==> src/hw/rtl/prd_pkg.sv <==
// Shared types, codes and constants of the protection register device.
`timescale 1ns / 1ps
package prd_pkg;

    // Request kinds carried in the input tuser.
    localparam logic [1:0] REQ_WRITE = 2'd0;
    localparam logic [1:0] REQ_READ  = 2'd1;
    localparam logic [1:0] REQ_LOAD  = 2'd2;

    // Bus offsets.
    localparam logic PORT_CMD  = 1'b0;
    localparam logic PORT_DATA = 1'b1;

    // Write decoding variants.
    localparam logic [1:0] VAR_FIRST  = 2'd0;
    localparam logic [1:0] VAR_SECOND = 2'd1;

    // Configuration register indexes.
    localparam logic CFG_VARIANT = 1'b0;
    localparam logic CFG_GAME_ID = 1'b1;

    // Latched command codes.
    localparam logic [15:0] CMD_REG      = 16'h0000;
    localparam logic [15:0] CMD_ONE      = 16'h0001;
    localparam logic [15:0] CMD_TWO      = 16'h0002;
    localparam logic [15:0] CMD_THREE    = 16'h0003;
    localparam logic [15:0] CMD_POINTER  = 16'h0004;
    localparam logic [15:0] CMD_ID_READ  = 16'h0005;
    localparam logic [15:0] CMD_HASH     = 16'h0020;
    localparam logic [15:0] CMD_KEY_STEP = 16'h0040;

    // Mixing and read-back constants.
    localparam logic [15:0] HOLD_XOR   = 16'h2bad;
    localparam logic [15:0] HILO_MASK  = 16'h0408;
    localparam logic [15:0] ID_PREFIX  = 16'h3f00;
    localparam logic [6:0]  LOW7_MASK  = 7'h7f;
    localparam logic [7:0]  BANK_FLAG  = 8'h80;
    localparam logic [15:0] EXEC_ONE   = 16'h0002;
    localparam logic [15:0] EXEC_TWO   = 16'h0001;

    // One result item.
    typedef struct packed {
        logic [15:0] read_data;
        logic        read_valid;
        logic        execute_pulse;
    } t_result;

endpackage

==> src/hw/rtl/prd_keytab.sv <==
// Key table memory with a registered read port and a same-address write bypass.
`timescale 1ns / 1ps
module prd_keytab #(
    parameter int ENTRIES = 236,
    parameter int KW      = 8
) (
    input  logic          i_clk,
    input  logic          i_rst_n,
    input  logic          i_we,
    input  logic [KW-1:0] i_waddr,
    input  logic [7:0]    i_wdata,
    input  logic [KW-1:0] i_raddr,
    output logic [7:0]    o_rdata
);

    logic [7:0] r_mem [ENTRIES];
    logic [7:0] r_rdata;
    logic [7:0] r_byp_data;
    logic       r_byp_hit;

    always_ff @(posedge i_clk) begin
        if (i_we) begin
            r_mem[i_waddr] <= i_wdata;
        end
        r_rdata    <= r_mem[i_raddr];
        r_byp_data <= i_wdata;
    end

    // A load landing on the address being read in the same cycle wins.
    always_ff @(posedge i_clk) begin
        if (!i_rst_n) begin
            r_byp_hit <= 1'b0;
        end else begin
            r_byp_hit <= i_we && (i_waddr == i_raddr);
        end
    end

    assign o_rdata = r_byp_hit ? r_byp_data : r_rdata;

endmodule

==> src/hw/rtl/prd_core.sv <==
// Command decode, device state and read-back selection for one item per cycle, taken when i_accept is high.
`timescale 1ns / 1ps
module prd_core import prd_pkg::*; #(
    parameter int ENTRIES = 236,
    parameter int KW      = 8
) (
    input  logic          i_clk,
    input  logic          i_rst_n,
    input  logic          i_accept,
    input  logic [1:0]    i_req_type,
    input  logic          i_port_offset,
    input  logic [15:0]   i_bus_data,
    input  logic [7:0]    i_table_index,
    input  logic [7:0]    i_table_byte,
    input  logic [1:0]    i_variant,
    input  logic [31:0]   i_game_id,
    output t_result       o_result,
    output logic          o_kt_we,
    output logic [KW-1:0] o_kt_waddr,
    output logic [7:0]    o_kt_wdata,
    output logic [KW-1:0] o_kt_raddr,
    input  logic [7:0]    i_kt_rdata
);

    logic [15:0]   r_cmd, n_cmd;
    logic [15:0]   r_reg, n_reg;
    logic [15:0]   r_swap, n_swap;
    logic [15:0]   r_pointer, n_pointer;
    logic [15:0]   r_hold, n_hold;
    logic [15:0]   r_hilo, n_hilo;
    logic [KW-1:0] r_hilo_index, n_hilo_index;
    logic [3:0]    r_bank, n_bank;
    logic [1:0]    r_third, n_third;

    logic [KW-1:0] w_idx_next;
    logic [15:0]   w_hold_mix;
    logic [6:0]    w_swap_inc;
    logic [7:0]    w_swap_rev;
    logic [7:0]    w_scramble;
    logic [7:0]    w_id_byte;
    logic          w_id_window;
    logic          w_hash_wr;
    logic          w_key_step;

    function automatic logic [KW-1:0] next_index(input logic [KW-1:0] idx);
        logic [KW-1:0] nxt;
        nxt = (idx == KW'(ENTRIES - 1)) ? '0 : idx + 1'b1;
        return nxt;
    endfunction

    assign w_idx_next = next_index(r_hilo_index);

    // Rotate left, then fold in the constant, the selected data bit, taps of the
    // old word and the hilo word with two bits masked off.
    always_comb begin
        w_hold_mix = {r_hold[14:0], r_hold[15]} ^ HOLD_XOR;
        w_hold_mix[0]  = w_hold_mix[0] ^ i_bus_data[r_cmd[2:0]] ^ r_hold[7];
        w_hold_mix[4]  = w_hold_mix[4] ^ ~r_hold[13];
        w_hold_mix[11] = w_hold_mix[11] ^ r_hold[3];
        w_hold_mix = w_hold_mix ^ {r_hilo[14:0] & ~HILO_MASK[14:0], 1'b0};
    end

    assign w_swap_inc = r_swap[6:0] + 7'd1;

    // Bit reversal of the low seven bits into the top seven of a byte.
    always_comb begin
        w_swap_rev = '0;
        for (int i = 0; i < 7; i++) begin
            w_swap_rev[7 - i] = w_swap_inc[i];
        end
    end

    assign w_scramble = {r_hold[5], r_hold[2], r_hold[9], r_hold[7],
                         r_hold[10], r_hold[13], r_hold[12], r_hold[15]};

    assign w_id_window = (r_pointer[15:3] == '0) && (r_pointer[2:0] != 3'd0)
                         && (r_pointer[2:0] <= 3'd4);

    always_comb begin
        case (2'(r_pointer[2:0] - 3'd1))
            2'd0:    w_id_byte = i_game_id[7:0];
            2'd1:    w_id_byte = i_game_id[15:8];
            2'd2:    w_id_byte = i_game_id[23:16];
            default: w_id_byte = i_game_id[31:24];
        endcase
    end

    assign w_hash_wr = i_accept && (i_req_type == REQ_WRITE) && (i_port_offset == PORT_DATA)
                       && (r_cmd[15:3] == CMD_HASH[15:3]);
    assign w_key_step = i_accept && (i_req_type == REQ_READ) && (i_port_offset == PORT_DATA)
                        && (r_cmd == CMD_KEY_STEP);

    always_comb begin
        n_cmd        = r_cmd;
        n_reg        = r_reg;
        n_swap       = r_swap;
        n_pointer    = r_pointer;
        n_hold       = r_hold;
        n_hilo       = r_hilo;
        n_hilo_index = r_hilo_index;
        n_bank       = r_bank;
        n_third      = r_third;
        o_result     = '0;

        if (i_accept) begin
            case (i_req_type)
                REQ_WRITE: begin
                    if (i_port_offset == PORT_CMD) begin
                        n_cmd = i_bus_data;
                    end else if (r_cmd[15:3] == CMD_HASH[15:3]) begin
                        n_pointer = r_pointer + 16'd1;
                        n_hold    = w_hold_mix;
                    end else begin
                        case (i_variant)
                            VAR_FIRST: begin
                                case (r_cmd)
                                    CMD_REG:   n_reg = i_bus_data;
                                    CMD_ONE:   o_result.execute_pulse = (i_bus_data == EXEC_ONE);
                                    CMD_TWO: begin
                                        if (i_bus_data == EXEC_TWO) begin
                                            o_result.execute_pulse = 1'b1;
                                            n_reg = r_reg + 16'd1;
                                        end
                                    end
                                    CMD_THREE: n_swap = i_bus_data;
                                    default:   ;
                                endcase
                            end
                            VAR_SECOND: begin
                                case (r_cmd)
                                    CMD_REG:     n_reg = i_bus_data;
                                    CMD_TWO:     n_bank = {i_bus_data[1], i_bus_data[0],
                                                           i_bus_data[2], i_bus_data[3]};
                                    CMD_THREE: begin
                                        o_result.execute_pulse = 1'b1;
                                        n_third = i_bus_data[5:4] + 2'd1;
                                    end
                                    CMD_POINTER: n_pointer = i_bus_data;
                                    default:     ;
                                endcase
                            end
                            default: ;
                        endcase
                    end
                end
                REQ_READ: begin
                    o_result.read_valid = 1'b1;
                    if (i_port_offset == PORT_DATA) begin
                        case (r_cmd)
                            CMD_REG:     o_result.read_data = {8'd0, w_swap_rev};
                            CMD_ONE:     o_result.read_data = {9'd0, r_reg[6:0] & LOW7_MASK};
                            CMD_TWO:     o_result.read_data = {8'd0, BANK_FLAG | {r_bank, 4'd0}};
                            CMD_THREE:   o_result.read_data = {14'd0, r_third};
                            CMD_ID_READ: o_result.read_data = ID_PREFIX |
                                             {8'd0, w_id_window ? w_id_byte : w_scramble};
                            CMD_KEY_STEP: begin
                                n_hilo_index = w_idx_next;
                                if (w_idx_next[0]) begin
                                    n_hilo = {i_kt_rdata, r_hilo[7:0]};
                                end else begin
                                    n_hilo = {r_hilo[15:8], i_kt_rdata};
                                end
                            end
                            default: ;
                        endcase
                    end
                end
                default: ;
            endcase
        end
    end

    // The table is read ahead, through its registered port, at the entry the next key step will use.
    assign o_kt_raddr = next_index(n_hilo_index);
    assign o_kt_we    = i_accept && (i_req_type == REQ_LOAD)
                        && ({1'b0, i_table_index} < 9'(ENTRIES));
    assign o_kt_waddr = i_table_index[KW-1:0];
    assign o_kt_wdata = i_table_byte;

    always_ff @(posedge i_clk) begin
        if (!i_rst_n) begin
            r_cmd        <= '0;
            r_reg        <= '0;
            r_swap       <= '0;
            r_pointer    <= '0;
            r_hold       <= '0;
            r_hilo       <= '0;
            r_hilo_index <= '0;
            r_bank       <= '0;
            r_third      <= '0;
        end else begin
            r_cmd        <= n_cmd;
            r_reg        <= n_reg;
            r_swap       <= n_swap;
            r_pointer    <= n_pointer;
            r_hold       <= n_hold;
            r_hilo       <= n_hilo;
            r_hilo_index <= n_hilo_index;
            r_bank       <= n_bank;
            r_third      <= n_third;
        end
    end

    // The key index never leaves the loaded table.
    a_index_range: assert property (@(posedge i_clk) disable iff (!i_rst_n)
        {1'b0, r_hilo_index} < (KW + 1)'(ENTRIES))
        else $error("key index beyond table");

    // A key step moves the index to the following entry, wrapping at the end.
    a_key_step: assert property (@(posedge i_clk) disable iff (!i_rst_n)
        w_key_step |=> r_hilo_index == $past(w_idx_next))
        else $error("key step index mismatch");

    // Each hash write advances the pointer by one.
    a_hash_ptr: assert property (@(posedge i_clk) disable iff (!i_rst_n)
        w_hash_wr |=> r_pointer == $past(r_pointer) + 16'd1)
        else $error("hash write did not advance pointer");

    // An execute pulse only comes from a data-port write.
    a_pulse_src: assert property (@(posedge i_clk) disable iff (!i_rst_n)
        o_result.execute_pulse |-> (i_accept && i_req_type == REQ_WRITE
                                    && i_port_offset == PORT_DATA))
        else $error("execute pulse outside a data write");

endmodule

==> src/hw/rtl/protection_register_device_unit.sv <==
// Top level of the protection register device: stream ports, configuration and result register.
`timescale 1ns / 1ps
// The device models a bus-attached security register block with a command port
// and a data port. Each input item is one bus access (write, read or key table
// load) and produces exactly one result item in the following cycle, held in an output
// register. The block takes one item every clock cycle: the only limit on rate
// is the output register, which frees up whenever its item is taken, so a new
// item is accepted in the same cycle that the previous result leaves. The key
// table is an on-chip memory with a registered read port; the entry the next
// key step will need is fetched ahead of time, with a bypass for a load to
// that same entry, so key steps also run at one item per cycle. The key table
// is not cleared by reset and must be loaded before key steps use it. There is
// no clearing pass, so items are accepted right after reset. Configuration
// registers (variant and game identifier) are written through their own port,
// which is always ready, and should only be written while no item is in flight.
module protection_register_device_unit import prd_pkg::*; #(
    parameter int KEY_TABLE_ENTRIES = 236
) (
    input  logic        i_clk,
    input  logic        i_rst_n,
    // Input item stream.
    input  logic        s_axis_tvalid,
    output logic        s_axis_tready,
    input  logic [31:0] s_axis_tdata,   // bus_data[15:0], table_index[23:16], table_byte[31:24]
    input  logic [2:0]  s_axis_tuser,   // req_type[1:0], port_offset[2]
    // Result item stream.
    output logic        m_axis_tvalid,
    input  logic        m_axis_tready,
    output logic [15:0] m_axis_tdata,   // read_data[15:0]
    output logic [1:0]  m_axis_tuser,   // read_valid[0], execute_pulse[1]
    // Configuration write channel.
    input  logic        i_cfg_valid,
    output logic        o_cfg_ready,
    input  logic        i_cfg_index,
    input  logic [31:0] i_cfg_data
);

    localparam int KW = (KEY_TABLE_ENTRIES > 2) ? $clog2(KEY_TABLE_ENTRIES) : 1;

    logic [1:0]    r_variant;
    logic [31:0]   r_game_id;
    logic          r_out_valid;
    t_result       r_out;

    logic          w_accept;
    t_result       w_result;
    logic          w_kt_we;
    logic [KW-1:0] w_kt_waddr;
    logic [7:0]    w_kt_wdata;
    logic [KW-1:0] w_kt_raddr;
    logic [7:0]    w_kt_rdata;

    // The output register accepts a new result whenever it is empty or draining.
    assign s_axis_tready = !r_out_valid || m_axis_tready;
    assign w_accept      = s_axis_tvalid && s_axis_tready;
    assign o_cfg_ready   = 1'b1;

    always_ff @(posedge i_clk) begin
        if (!i_rst_n) begin
            r_variant <= '0;
            r_game_id <= '0;
        end else if (i_cfg_valid) begin
            case (i_cfg_index)
                CFG_VARIANT: r_variant <= i_cfg_data[1:0];
                CFG_GAME_ID: r_game_id <= i_cfg_data;
                default:     ;
            endcase
        end
    end

    prd_core #(
        .ENTRIES (KEY_TABLE_ENTRIES),
        .KW      (KW)
    ) u_core (
        .i_clk         (i_clk),
        .i_rst_n       (i_rst_n),
        .i_accept      (w_accept),
        .i_req_type    (s_axis_tuser[1:0]),
        .i_port_offset (s_axis_tuser[2]),
        .i_bus_data    (s_axis_tdata[15:0]),
        .i_table_index (s_axis_tdata[23:16]),
        .i_table_byte  (s_axis_tdata[31:24]),
        .i_variant     (r_variant),
        .i_game_id     (r_game_id),
        .o_result      (w_result),
        .o_kt_we       (w_kt_we),
        .o_kt_waddr    (w_kt_waddr),
        .o_kt_wdata    (w_kt_wdata),
        .o_kt_raddr    (w_kt_raddr),
        .i_kt_rdata    (w_kt_rdata)
    );

    prd_keytab #(
        .ENTRIES (KEY_TABLE_ENTRIES),
        .KW      (KW)
    ) u_keytab (
        .i_clk   (i_clk),
        .i_rst_n (i_rst_n),
        .i_we    (w_kt_we),
        .i_waddr (w_kt_waddr),
        .i_wdata (w_kt_wdata),
        .i_raddr (w_kt_raddr),
        .o_rdata (w_kt_rdata)
    );

    // Result register: loads on every accepted item, empties when taken.
    always_ff @(posedge i_clk) begin
        if (!i_rst_n) begin
            r_out_valid <= 1'b0;
        end else if (w_accept) begin
            r_out_valid <= 1'b1;
        end else if (m_axis_tready) begin
            r_out_valid <= 1'b0;
        end
    end

    always_ff @(posedge i_clk) begin
        if (w_accept) begin
            r_out <= w_result;
        end
    end

    assign m_axis_tvalid = r_out_valid;
    assign m_axis_tdata  = r_out.read_data;
    assign m_axis_tuser  = {r_out.execute_pulse, r_out.read_valid};

endmodule
==> config.mk <==
export PLATFORM = sky130hd
export DESIGN_NAME = protection_register_device_unit
export DESIGN_NICKNAME = d
export VERILOG_FILES = /design/src/hw/rtl/prd_pkg.sv /design/src/hw/rtl/prd_keytab.sv /design/src/hw/rtl/prd_core.sv /design/src/hw/rtl/protection_register_device_unit.sv
export SDC_FILE = /design/constraint.sdc
export NUM_CORES = 2
export LEC_CHECK = 0
export BUFFER_PORTS_ARGS = -buffer_cell sky130_fd_sc_hd__buf_4
export CAP_MARGIN = 25
export CORE_MARGIN = 2
export CORE_UTILIZATION = 60
export CTS_CLUSTER_DIAMETER = 50
export DETAILED_ROUTE_END_ITERATION = 8
export HOLD_SLACK_MARGIN = 0.15
export PLACE_DENSITY = 0.76
export RECOVER_POWER = 50
export SYNTH_ARGS = -nofsm -noshare
export SYNTH_HDL_FRONTEND = slang
export SYNTH_SLANG_ARGS = --single-unit
==> constraint.sdc <==
create_clock -name i_clk -period 14.6 [get_ports i_clk]
set_input_delay 2.19 -clock i_clk [delete_from_list [all_inputs] [get_ports i_clk]]
set_output_delay 2.19 -clock i_clk [all_outputs]
set_load 0.005 [all_outputs]
==> reports/metrics.cfg <==
[pwr]
power_density_nw_per_um2=128.3
ir_drop_mv=0.1266
total_power_mw=11.57
leakagePower_nw=28.04

[placed_design]
placed_area_um2=84000
place_inst=6564
gp_congestion=0.9285
port_buffers=90
hpwl_um=129900

[critical_path]
path_cells=clkbuf_1, clkbuf_1, clkbuf_1, clkbuf_1
required_ns=14.62
critical_path.endpoint=u_keytab.r_mem[210][2]
crit_path_max_fanout=76
slowest_delay_ns=2.93
arrival_ns=11.14
reg2reg_slack_ns=5.77
critPathLaunchType=input pin
critPathKind=input pin to flop
cp_common_cell=clkbuf_1
r2r_end=u_keytab.r_rdata[6]
rr_worst_depth=18
cp.buffers_inverters=4
rr_startpoint=u_core.r_cmd[7]
crit_cells=4
worst_setup_path_end_kind=flop
crit_family=buffers and inverters
slowest_stage=clkbuf_1
crit_start=s_axis_tdata[26]

[floorplan]
start_util_pct=60.44
placementRows=135
die_y_um=373.2
dieArea_um2=139300
die_w_um=373.2
core_um2=135300
io-pin-count=94

[yosys]
synth_top_flop_cell=edfxtp_1
async_flop_share_pct=0
synth-edff-count=1899
ys_ff_latch=2039
syn_inst=4918
yosysSeqAreaShare_pct=73.16
synth_area_leaders=edfxtp_1 70%, mux4_2 8.9%, dfxtp_1 3.4%
ys_types=84
avgSynthCellArea_um2=16.63
syn_area_um2=81780
yosysWarningCount=0
synth_top_area_cell=edfxtp_1
synth_top_area_share_pct=69.73

[finish]
final_cell_mix=1899 x edfxtp_1, 516 x nand2_1, 350 x nor2_1, 323 x mux4_2, 202 x clkbuf_16
largest_reg_flops=1888
top_register=u_keytab.r_mem
mostFrequentLayoutCell=edfxtp_1
largestRegisters=u_keytab.r_mem x1888, r_game_id x32
seqCellArea_um2=59830
stdcell_count=6943
fill_cells=8790
drive_gt1_share_pct=16.01
finalNetCount=5077
final_area_um2=90170
area_growth_pct=10.26
multi_input_area_um2=20340

[global_routing]
grt_pass1_wl_um=316600
track_usage_pct=31.29
first_global_vias=46150
antenna_found_initial=13
grt_max_degree=156
gr-total-overflow=0

[clock_tree]
numCtsBuffers=201
postCtsSetupBuffers=0
cts.sinks=2039
cts_tree=done
cts_resized=0
clk_path_buf_depth=3
htreeDepth=4
cts_hold_buf=0
cts_root_buf=clkbuf_16
path_clk_slew_ns=0.06
clkLatencyLatePin_ns=0.84

[timing]
slew_violations=1947
rsz0062_at_grt=no
period_share_pct=76.17
clock_skew_ns=0.03522
hold_viol_final=0
post-route-min-period_ns=11.12
finalSetupViolCount=0
setup_tns_ns=0
relSlewSlack_pct=-376.0
fmax_mhz=89.92
worstMarginPinSlew_ns=7.140

[drt]
routed_wl_um=219100
avgRoutedWirePerCell_um=31.56
drc=0
via_count=47870
viasPerCell=6.894
drt_pass1_iterations=9
drtIter0Drc=7781
antenna_left=0

[flow_run]
drv_cap=23

[outcome]
status=complete, but fails checks
violations=capacitance limit, slew limit

[hold_path]
min_from=r_game_id[30]
hold_class=flop to flop

==> worst reg2reg max path: cells and delay by family (launching register included) <==
family,cells,cell delay [ns]
buf+inv,5,2.35
mux,1,0.68
flops,1,0.31
compound gates,6,2.54
fa+ha+maj,1,0.22
simple gates,5,2.58
==> kinds of logic after synthesis <==
family | share of synthesized area (%)
AO/OA/AOI/OAI | 6.559
flip-flops | 73.16
multiplexers | 10.55
other | 0.009183
adder cells (fa/ha/maj) | 0.1530
AND/OR/NAND/NOR | 6.963
buffers and inverters | 2.182
XOR/XNOR | 0.4284
==> worst min path at each step <==
stage / to / slack (ns) / depth (start not counted)
after detailed placement: r_game_id[30] / 0.46 / 2
after floorplan: r_game_id[0] / 0.44 / 2
after global placement: r_game_id[5] / 0.45 / 2
final: r_game_id[30] / 0.47 / 2
after global routing: r_game_id[3] / 0.49 / 2
after CTS: r_game_id[30] / 0.47 / 2
==> routing by layer <==
layer / vias up / wire, µm / GRT usage (%)
met2: 3585 / 99300 / 46.80
li1: 19620 / - / -
met4: 16 / 13470 / 16.98
met1: 23950 / 77230 / 42.27
met5: - / 150 / 0
met3: 699 / 28940 / 8.575
==> report_power, final <==
group	switching (mW)	internal (mW)
combinational	0.165	0.0399
sequential	0.00601	6.41
clock	2.20	2.74
total	2.37	9.19
==> Yosys cell counts, types with 13 or more instances <==
cell type	n
mux2i_1	124
inv_1	39
or3_1	14
nand3b_1	17
o221ai_1	36
clkbuf_1	219
nand2_1	519
xnor2_1	37
o211ai_1	30
a211oi_1	35
and2_1	29
nor2_1	357
a22oi_1	20
nand3_1	108
a31oi_1	55
a32oi_1	22
o22a_1	32
edfxtp_1	1899
buf_2	22
buf_1	13
buf_6	22
o22ai_1	48
a211o_1	18
nor4_1	26
o211a_1	33
a21oi_1	113
o21ai_0	114
a21boi_0	51
a221oi_1	17
dfxtp_1	140
buf_4	24
mux4_2	323
and3_1	46
nor3_1	35
a32o_1	17
nor2b_1	49
==> layout make-up <==
cell class / instances / area share [%]
Multi-Input combinational cell: 2528 / 22.55
Tap cell: 1781 / 2.471
Clock inverter: 112 / 1.074
Timing Repair Buffer: 184 / 1.499
Sequential cell: 2039 / 66.35
Antenna cell: 2 / 0.005550
Clock buffer: 257 / 5.881
Inverter: 40 / 0.1665
==> per-stage QoR <==
step	hold WS, ns	setup WS [ns]	utilization (%)
floorplan	0.4428	7.415	-
global placement	0.4513	3.965	62.06
detailed placement	0.4589	4.446	62.09
CTS	0.4671	5.308	66.72
global route	0.4887	2.990	66.64
finish	0.4700	3.479	66.65
Note: power is estimated with default switching activity, not from simulation.
